===== src/sv/rqr_pkg.sv =====
`default_nettype none

package rqr_pkg;

  localparam int MAX_PROCS = 32;
  localparam int ID_W      = 5;
  // id 0 is the idle id and never sits in the queue
  localparam int NUM_CELLS = MAX_PROCS - 1;
  localparam int CNT_W     = $clog2(MAX_PROCS);

  typedef logic [ID_W-1:0]  id_t;
  typedef logic [CNT_W-1:0] idx_t;
  typedef logic [1:0]       op_t;

  localparam op_t OP_ENQ = 2'd0;
  localparam op_t OP_DEQ = 2'd1;
  localparam op_t OP_REM = 2'd2;

  typedef logic [1:0] act_t;

  localparam act_t ACT_HOLD   = 2'd0;
  localparam act_t ACT_APPEND = 2'd1;
  localparam act_t ACT_SHIFT  = 2'd2;

  typedef struct packed {
    act_t act;
    idx_t pos;
    id_t  new_id;
  } cell_ctl_t;

endpackage

`default_nettype wire


===== src/sv/rqr_req_if.sv =====
`default_nettype none

interface rqr_req_if;
  import rqr_pkg::*;

  logic valid;
  logic ready;
  op_t  operation;
  id_t  process_id;

  modport source (output valid, output operation, output process_id, input ready);
  modport sink (input valid, input operation, input process_id, output ready);

endinterface

`default_nettype wire


===== src/sv/rqr_rsp_if.sv =====
`default_nettype none

interface rqr_rsp_if;
  import rqr_pkg::*;

  logic valid;
  logic ready;
  id_t  dequeued_id;
  logic took_effect;
  logic queue_empty;

  modport source (output valid, output dequeued_id, output took_effect, output queue_empty,
                  input ready);
  modport sink (input valid, input dequeued_id, input took_effect, input queue_empty,
                output ready);

endinterface

`default_nettype wire


===== src/sv/rqr_cell.sv =====
`default_nettype none

module rqr_cell (
  input  logic              clk,
  input  logic              rst,
  input  rqr_pkg::idx_t     idx,
  input  rqr_pkg::cell_ctl_t ctl,
  input  rqr_pkg::id_t      probe_id,
  input  logic              right_valid,
  input  rqr_pkg::id_t      right_id,
  output logic              valid,
  output rqr_pkg::id_t      id,
  output logic              match
);
  import rqr_pkg::*;

  always_ff @(posedge clk) begin
    if (rst) begin
      valid <= 1'b0;
    end else begin
      case (ctl.act)
        ACT_APPEND: begin
          if (idx == ctl.pos) valid <= 1'b1;
        end
        ACT_SHIFT: begin
          // every cell from the removed slot on takes its right neighbor
          if (idx >= ctl.pos) valid <= right_valid;
        end
        default: ;
      endcase
    end
  end

  always_ff @(posedge clk) begin
    case (ctl.act)
      ACT_APPEND: begin
        if (idx == ctl.pos) id <= ctl.new_id;
      end
      ACT_SHIFT: begin
        if (idx >= ctl.pos) id <= right_id;
      end
      default: ;
    endcase
  end

  assign match = valid && (id == probe_id);

endmodule

`default_nettype wire


===== src/sv/ready_queue_with_removal.sv =====
// FIFO ready queue of process ids with removal from any position.
// Requests arrive on req (operation, process_id): enqueue appends an id at
// the tail, dequeue pops the head, remove takes a queued id out wherever it
// sits. Every request gives exactly one response on rsp: dequeued_id (0 when
// nothing was popped), took_effect and queue_empty after the request.
// The ids live in a row of cells, head in cell 0; the queue stays packed
// toward cell 0 and a removal shifts every later cell one step to the left.
// In the accept cycle the id is compared against every cell and the slot is
// located; the decision is registered, and in the exec phase the row of cells
// shifts or loads and the response is written. req.ready is high whenever no
// request is in flight, so a new request waits until the last one is written.
// The response sits in an output register, so a new request can be taken
// while the previous response waits. When rsp stays stalled, the exec phase
// holds until the response register frees and req.ready stays low.
// Synchronous reset empties the queue and drops any pending response.
`default_nettype none

module ready_queue_with_removal (
  input logic      clk,
  input logic      rst,
  rqr_req_if.sink  req,
  rqr_rsp_if.source rsp
);
  import rqr_pkg::*;

  localparam logic PH_IDLE = 1'b0;
  localparam logic PH_EXEC = 1'b1;

  logic                 phase;
  idx_t                 count;
  logic [MAX_PROCS-1:0] queued;

  logic                 chain_valid [NUM_CELLS+1];
  id_t                  chain_id    [NUM_CELLS+1];
  logic [NUM_CELLS-1:0] cell_match;
  cell_ctl_t            cell_ctl;

  cell_ctl_t ctl_d;
  id_t       popped_d;
  id_t       flag_id_d;
  idx_t      hit_pos;
  logic      id_ok;

  cell_ctl_t pend_ctl;
  id_t       pend_popped;
  id_t       pend_flag_id;

  logic      rsp_valid;
  id_t       out_id;
  logic      out_took;
  logic      out_empty;

  logic      req_fire;
  logic      commit;
  idx_t      count_after;

  assign req.ready = (phase == PH_IDLE);
  assign req_fire  = req.valid && req.ready;
  assign commit    = (phase == PH_EXEC) && (!rsp_valid || rsp.ready);

  always_comb begin
    cell_ctl = pend_ctl;
    if (!commit) cell_ctl.act = ACT_HOLD;
  end

  // end of the row never holds an id
  assign chain_valid[NUM_CELLS] = 1'b0;
  assign chain_id[NUM_CELLS]    = '0;

  for (genvar g = 0; g < NUM_CELLS; g++) begin : g_cell
    rqr_cell u_cell (
      .clk         (clk),
      .rst         (rst),
      .idx         (CNT_W'(g)),
      .ctl         (cell_ctl),
      .probe_id    (req.process_id),
      .right_valid (chain_valid[g+1]),
      .right_id    (chain_id[g+1]),
      .valid       (chain_valid[g]),
      .id          (chain_id[g]),
      .match       (cell_match[g])
    );
  end

  // an id sits in at most one cell, so or-ing the indexes encodes the hit
  always_comb begin
    hit_pos = '0;
    for (int i = 0; i < NUM_CELLS; i++) begin
      if (cell_match[i]) hit_pos = hit_pos | CNT_W'(i);
    end
  end

  assign id_ok = (req.process_id != '0) && (32'(req.process_id) < MAX_PROCS);

  always_comb begin
    ctl_d.act    = ACT_HOLD;
    ctl_d.pos    = count;
    ctl_d.new_id = req.process_id;
    popped_d     = '0;
    flag_id_d    = req.process_id;
    case (req.operation)
      OP_ENQ: begin
        if (id_ok && !queued[req.process_id]) ctl_d.act = ACT_APPEND;
      end
      OP_DEQ: begin
        if (chain_valid[0]) begin
          ctl_d.act = ACT_SHIFT;
          ctl_d.pos = '0;
          popped_d  = chain_id[0];
          flag_id_d = chain_id[0];
        end
      end
      OP_REM: begin
        if (id_ok && queued[req.process_id]) begin
          ctl_d.act = ACT_SHIFT;
          ctl_d.pos = hit_pos;
        end
      end
      default: ;
    endcase
  end

  always_comb begin
    case (pend_ctl.act)
      ACT_APPEND: count_after = count + idx_t'(1);
      ACT_SHIFT:  count_after = count - idx_t'(1);
      default:    count_after = count;
    endcase
  end

  always_ff @(posedge clk) begin
    if (req_fire) begin
      pend_ctl     <= ctl_d;
      pend_popped  <= popped_d;
      pend_flag_id <= flag_id_d;
    end
    if (commit) begin
      out_id    <= pend_popped;
      out_took  <= (pend_ctl.act != ACT_HOLD);
      out_empty <= (count_after == '0);
    end
  end

  always_ff @(posedge clk) begin
    if (rst) begin
      phase     <= PH_IDLE;
      count     <= '0;
      queued    <= '0;
      rsp_valid <= 1'b0;
    end else begin
      if (req_fire) phase <= PH_EXEC;
      if (commit) begin
        phase     <= PH_IDLE;
        count     <= count_after;
        rsp_valid <= 1'b1;
        case (pend_ctl.act)
          ACT_APPEND: queued[pend_flag_id] <= 1'b1;
          ACT_SHIFT:  queued[pend_flag_id] <= 1'b0;
          default: ;
        endcase
      end else if (rsp.ready) begin
        rsp_valid <= 1'b0;
      end
    end
  end

  assign rsp.valid       = rsp_valid;
  assign rsp.dequeued_id = out_id;
  assign rsp.took_effect = out_took;
  assign rsp.queue_empty = out_empty;

endmodule

`default_nettype wire


===== src/flat_wrapper.sv =====
// flat-port wrapper written by rule: the top's interface ports become plain ports
module ready_queue_with_removal_flat import rqr_pkg::*;
  (clk, rst, req_valid, req_operation, req_process_id, req_ready, rsp_valid, rsp_dequeued_id, rsp_took_effect, rsp_queue_empty, rsp_ready);
  rqr_req_if req_i ();
  rqr_rsp_if rsp_i ();
  input logic clk;
  input logic rst;
  input wire logic [$bits(req_i.valid)-1:0] req_valid;
  input wire logic [$bits(req_i.operation)-1:0] req_operation;
  input wire logic [$bits(req_i.process_id)-1:0] req_process_id;
  output wire logic [$bits(req_i.ready)-1:0] req_ready;
  output wire logic [$bits(rsp_i.valid)-1:0] rsp_valid;
  output wire logic [$bits(rsp_i.dequeued_id)-1:0] rsp_dequeued_id;
  output wire logic [$bits(rsp_i.took_effect)-1:0] rsp_took_effect;
  output wire logic [$bits(rsp_i.queue_empty)-1:0] rsp_queue_empty;
  input wire logic [$bits(rsp_i.ready)-1:0] rsp_ready;
  assign req_i.valid = req_valid;
  assign req_i.operation = req_operation;
  assign req_i.process_id = req_process_id;
  assign req_ready = req_i.ready;
  assign rsp_valid = rsp_i.valid;
  assign rsp_dequeued_id = rsp_i.dequeued_id;
  assign rsp_took_effect = rsp_i.took_effect;
  assign rsp_queue_empty = rsp_i.queue_empty;
  assign rsp_i.ready = rsp_ready;
  ready_queue_with_removal u_core (.clk(clk), .rst(rst), .req(req_i), .rsp(rsp_i));
endmodule

===== config.mk =====
export PLATFORM = sky130hd
export DESIGN_NAME = ready_queue_with_removal_flat
export DESIGN_NICKNAME = d
export VERILOG_FILES = /design/src/sv/rqr_pkg.sv /design/src/sv/rqr_req_if.sv /design/src/sv/rqr_rsp_if.sv /design/src/sv/rqr_cell.sv /design/src/sv/ready_queue_with_removal.sv /design/src/flat_wrapper.sv
export SDC_FILE = /design/constraint.sdc
export NUM_CORES = 1
export LEC_CHECK = 0
export ABC_AREA = 1
export BUFFER_PORTS_ARGS = -buffer_cell sky130_fd_sc_hd__buf_2
export CORE_AREA = 2 2 199 201
export CTS_CLUSTER_SIZE = 16
export DETAILED_ROUTE_END_ITERATION = 10
export DIE_AREA = 0 0 201 203
export PLACE_DENSITY = 0.76
export RECOVER_POWER = 25
export REMOVE_ABC_BUFFERS = 1
export SLEW_MARGIN = 10
export SYNTH_ARGS = -nofsm -noshare
export SYNTH_HDL_FRONTEND = slang
export SYNTH_HIERARCHICAL = 1
export SYNTH_SLANG_ARGS = --single-unit

===== constraint.sdc =====
create_clock -name clk -period 7.65 [get_ports clk]
set_input_delay 1.53 -clock clk [delete_from_list [all_inputs] [get_ports clk]]
set_output_delay 1.53 -clock clk [all_outputs]
set_load 0.01 [all_outputs]

==> impl_metrics.tcl, run 1 <==
set metrics [dict create \
    worstPathRequired_ns 7.94 \
    cts_resized 0 \
    peakVddDrop_v 0.0001613 \
    instances_no_fill 3200 \
    endpoint "u_core/cell_ctl[8]" \
    die_x_um 201 \
    core_um2 38470 \
    n_fill_cell 3523 \
    seqCellArea_um2 6927 \
    busiest_layer "met2" \
    antenna_cells 0 \
    timing.final.crit_share_pct 70.31 \
    grt_max_degree 54 \
    final_common_cell "nand2_1" \
    design.portCount 20 \
    antenna_found_initial 0 \
    final_cell_mix "nand2_1, inv_1, edfxtp_1" \
    area_delta_synth_final_pct 11.21 \
    rr_startpoint "u_core/cell_ctl[8]" \
    max_freq_mhz 185.9 \
    syn_avg_cell_area_um2 7.815 \
    worst_setup_path_end_kind "register" \
    grt_use_met2_pct 40.25 \
    drv_slew 186 \
    fin_ws_ns 2.271 \
    htree_levels 1 \
    cp_cell_sequence "buf_2 -> clkbuf_1 -> inv_2 -> nand2_1 -> nand3_1 -> nand3_1 -> nand2_1 -> nor2_1 -> nand2_4 -> nand3_4 -> nand2_1 -> nand3_1 -> a21oi_2" \
    timing.slew.headroom_pct -115.3 \
    initial_core_util_pct 49.71 \
    pre_cts_slack_ns 3.468 \
    dieArea_um2 40800 \
    hold_slack_ns 0.4229 \
    syn-cell-area_um2 19120 \
    layout-drive-gt1-share_pct 11.48 \
    skew_ns 0.01289 \
    drt-total-wl_um 46800 \
    cts_tree "yes" \
    cpPeakStageDelay_ns 2.16 \
    status "complete, but fails checks" \
    r2r.worst_path.cells 9 \
    grt_pass1_vias 15770 \
    clk_latency_ns 0.55 \
    wire_per_inst_um 14.62 \
    detailedPlacementHpwl_um 31750 \
    drtIter0Drc 1235 \
    first_pass_iters 6 \
    dp.cells 3148 \
    rsz0062_at_grt "false" \
    fin_setup_tns_ns 0 \
    port_buffers 19 \
    violations "max-capacitance violations, max-slew violations" \
    cts.sinks 254 \
    globalRouteOverflowTotal 0 \
    cts_buffer_depth 3 \
    min_path_type "register to register" \
    finalHoldViolations 0 \
    via_count 16270 \
    clk_pin_slew_ns 0.06 \
    antenna_left 0 \
    min_period_ns 5.379 \
    power_density_nw_per_um2 172.3 \
    cts_hold_buf 0 \
    cts-buffers-inserted 28 \
    drc 0 \
    cap_violations 6 \
    totalPowerFinal_mw 3.665 \
    leakagePower_nw 10.20 \
    crit_fanout 53 \
    finalSetupViolations 0 \
    cpMaxStageDelayCell "clkbuf_1" \
    regToRegEndpoint "u_core/g_cell[8].u_cell/id[4]" \
    grt_pass1_wl_um 76420 \
    fin_nets 2837 \
    multi_input_area_um2 10960 \
    startpoint_type "input port" \
    cts-root-buf "clkbuf_16" \
    use_met3_pct 3.467 \
    worstMarginPinSlew_ns 3.229 \
    cp-startpoint "req_process_id[0]" \
    postCtsSetupBuffers 0 \
    crit_type "input port to register" \
    grt_use_met1_pct 28.60 \
    core.rowCount 72 \
    synth_cells 2447 \
    ys_warn_count 6 \
    routabilityCongestion 0.8670 \
    worstPathArrival_ns 5.67 \
    via_per_inst 5.085 \
    grtUsageTotal_pct 22.94 \
    die_h_um 203 \
    ff2ff_setup_slack_ns 4.52 \
]
metrics by stage:
| step | utilization (%) | area (um^2) |
|---|---|---|
| floorplan | - | 19610 |
| global placement | 53.34 | 20520 |
| detailed placement | 53.34 | 20520 |
| CTS | 55.64 | 21400 |
| global route | 55.29 | 21270 |
| finish | 55.29 | 21270 |
worst max-delay path, delay by kind of cell:
kind	cells	cell delay [ns]
AND/OR/NAND/NOR	9	1.27
buffers and inverters	3	2.78
AO/OA/AOI/OAI	1	0.05
final cells by class:
cell class | count | area share (%)
tap | 518 | 3.048
multi-input combinational | 1902 | 51.54
timing repair buffer | 38 | 0.9825
inverter | 436 | 7.695
clock buffer | 40 | 3.654
clock inverter | 12 | 0.5119
sequential | 254 | 32.57
worst min path at each step:
stage                                from  cells after the start  slack [ns]                        end
floorplan           u_core/pend_popped[0]                      0        0.40  u_core/rsp.dequeued_id[0]
global placement    u_core/pend_popped[0]                      0        0.41  u_core/rsp.dequeued_id[0]
detailed placement  u_core/pend_popped[1]                      0        0.41  u_core/rsp.dequeued_id[1]
CTS                 u_core/pend_popped[1]                      0        0.42  u_core/rsp.dequeued_id[1]
global route        u_core/pend_popped[1]                      0        0.43  u_core/rsp.dequeued_id[1]
finish              u_core/pend_popped[0]                      0        0.42  u_core/rsp.dequeued_id[0]
power by group:
part | leakage, nW | total, mW | switching [mW] | internal, mW
Sequential | 2.25 | 1.57 | 0.0352 | 1.54
Combinational | 7.51 | 0.788 | 0.509 | 0.279
Clock | 0.433 | 1.31 | 0.536 | 0.770
per-layer routing:
layer | part of all wire [%] | wire length [um]
met2 | 48 | 22270
met3 | 7.5 | 3513
met5 | 0 | 0
met4 | 3.6 | 1679
met1 | 41 | 19340
Power figures use the tool's default switching activity.
==> run 2, diff against run 1 <==
--- a/config.mk
+++ b/config.mk
@@ -5,13 +5,13 @@
 export SDC_FILE = /design/constraint.sdc
 export NUM_CORES = 1
 export LEC_CHECK = 0
-export ABC_AREA = 1
+export ABC_AREA = 0
 export BUFFER_PORTS_ARGS = -buffer_cell sky130_fd_sc_hd__buf_2
-export CORE_AREA = 2 2 199 201
+export CORE_AREA = 2 2 194 196
 export CTS_CLUSTER_SIZE = 16
 export DETAILED_ROUTE_END_ITERATION = 10
-export DIE_AREA = 0 0 201 203
-export PLACE_DENSITY = 0.76
+export DIE_AREA = 0 0 196 198
+export PLACE_DENSITY = 0.79
 export RECOVER_POWER = 25
 export REMOVE_ABC_BUFFERS = 1
 export SLEW_MARGIN = 10
==> constraint.sdc (replaced) <==
create_clock -name clk -period 4.6 [get_ports clk]
set_input_delay 0.92 -clock clk [delete_from_list [all_inputs] [get_ports clk]]
set_output_delay 0.92 -clock clk [all_outputs]
set_load 0.01 [all_outputs]
==> run 2 against run 1 <==
Compared with the run above:
- the run still ends with max-capacitance violations, max-slew violations left
- non-clock buffer count grew 10
- sequential power grew 66%
- worst hold slack improved by 0.0073 ns
- critical endpoint is now u_core/cell_ctl[5]
==> impl_metrics.tcl, run 2 <==
set metrics [dict create \
    rr_startpoint "u_core/cell_ctl[9]" \
    worstPathArrival_ns 3.99 \
    clk_pin_slew_ns 0.06 \
    layout-drive-gt1-share_pct 13.87 \
    cp_cell_sequence "clkbuf_1 -> buf_4 -> xor2_1 -> nor4_1 -> and3_1 -> nor4_1 -> nand2_1 -> nor3_1 -> o22ai_1" \
    cap_violations 4 \
    regToRegEndpoint "u_core/g_cell[14].u_cell/id[3]" \
    postLayoutCoreUtil_pct 54.68 \
    finalSetupViolations 0 \
    cpMaxStageDelayCell "clkbuf_1" \
    grt_max_degree 62 \
    crit_fanout 24 \
    crit_type "input port to register" \
    area_delta_synth_final_pct 11.49 \
    routabilityCongestion 0.8552 \
    die_x_um 196 \
    postCtsSetupBuffers 0 \
    synth_cells 1720 \
    core_um2 36960 \
    wire_per_inst_um 18.40 \
    initial_core_util_pct 49.05 \
    hp-start "u_core/pend_popped[2]" \
    fin_setup_tns_ns 0 \
    fin_ws_ns 0.8946 \
    final_common_cell "inv_1" \
    worstPathRequired_ns 4.89 \
    worst_setup_path_end_kind "register" \
    cts_hold_buf 0 \
    power_density_nw_per_um2 290.2 \
    n_fill_cell 3095 \
    r2r.worst_path.cells 7 \
    grt_pass1_vias 13950 \
    grt_pass1_wl_um 71080 \
    dieArea_um2 38810 \
    antenna_left 0 \
    via_count 13770 \
    worstMarginPinSlew_ns 2.564 \
    cts_tree "yes" \
    finalHoldViolations 0 \
    fin_nets 2087 \
    timing.slew.headroom_pct -70.91 \
    min_to "u_core/rsp.dequeued_id[2]" \
    skew_ns 0.01280 \
    clk_latency_ns 0.55 \
    whs_path_depth 0 \
    design.portCount 20 \
    drt-total-wl_um 44280 \
    antenna_found_initial 0 \
    cts_resized 0 \
    globalRouteOverflowTotal 0 \
    cpPeakStageDelay_ns 1.35 \
    critPathMostFrequentCell "nor4_1" \
    cts_buffer_depth 3 \
    max_freq_mhz 269.9 \
    ys_warn_count 6 \
    die_h_um 198 \
    syn_avg_cell_area_um2 10.54 \
    violations "max-capacitance violations, max-slew violations" \
    min_period_ns 3.705 \
    final_cell_mix "inv_1, edfxtp_1, ha_1" \
    antenna_cells 0 \
    rsz0062_at_grt "false" \
    cts.sinks 254 \
    cts-root-buf "clkbuf_16" \
    drc 0 \
    totalPowerFinal_mw 5.865 \
    pre_cts_slack_ns 1.035 \
    drv_slew 121 \
    port_buffers 19 \
    status "complete, but fails checks" \
    min_path_type "register to register" \
    timing.final.crit_share_pct 80.55 \
    startpoint_type "input port" \
    grtUsageTotal_pct 22.74 \
    core.rowCount 71 \
    peakVddDrop_v 0.0002552 \
    cts-buffers-inserted 28 \
    first_pass_iters 5 \
    leakagePower_nw 8.384 \
    via_per_inst 5.722 \
    drtIter0Drc 1124 \
    htree_levels 1 \
    syn-cell-area_um2 18130 \
    detailedPlacementHpwl_um 30040 \
    ff2ff_setup_slack_ns 1.72 \
]
run 2: worst max path at each step:
stage,startpoint,slack (ns),to,depth (start not counted)
detailed placement,req_process_id[0],1.03,u_core/cell_ctl[9],8
global placement,req_process_id[0],1.06,u_core/cell_ctl[9],8
global route,req_process_id[2],0.81,u_core/cell_ctl[5],9
floorplan,rsp_ready,0.54,u_core/g_cell[10].u_cell/id[0],6
finish,req_process_id[2],0.89,u_core/cell_ctl[5],9
CTS,req_process_id[0],1.60,u_core/cell_ctl[9],8
run 2: critical path: cells and delay by family:
kind,cells,cell delay (ns)
buffers and inverters,2,1.80
XOR/XNOR,1,0.17
AO/OA/AOI/OAI,1,0.11
AND/OR/NAND/NOR,5,0.97
run 2: power breakdown:
part | leakage [nW] | internal [mW] | switching (mW)
Combinational | 5.68 | 0.392 | 0.567
Sequential | 2.25 | 2.54 | 0.0600
Clock | 0.461 | 1.35 | 0.956
run 2: layout make-up:
| class | count | area [um^2] | area share (%) |
|---|---|---|---|
| tap | 474 | 593.1 | 2.935 |
| multi-input combinational | 1391 | 10750 | 53.20 |
| sequential | 254 | 6927 | 34.28 |
| timing repair buffer | 48 | 286.5 | 1.418 |
| clock buffer | 33 | 760.7 | 3.764 |
| clock inverter | 19 | 188.9 | 0.9349 |
| inverter | 187 | 701.9 | 3.473 |
run 2: per-stage QoR:
stage	instances	hold slack (ns)	area, um^2
2_1_floorplan	1832	0.4003	18370
3_3_place_gp	2354	0.4072	19290
3_5_place_dp	2354	0.4129	19290
4_1_cts	2406	0.4293	20240
5_1_grt	2406	0.4295	20210
6_report	2406	0.4302	20210
run 2: routing by layer:
layer  vias to the layer above  GRT usage, %  routed length [um]
li1                       6500             -                   -
met1                      6763         27.98               18030
met2                       405         41.60               22080
met3                        99         2.674                2787
met4                         0         7.127                1391
met5                         -             0                   0
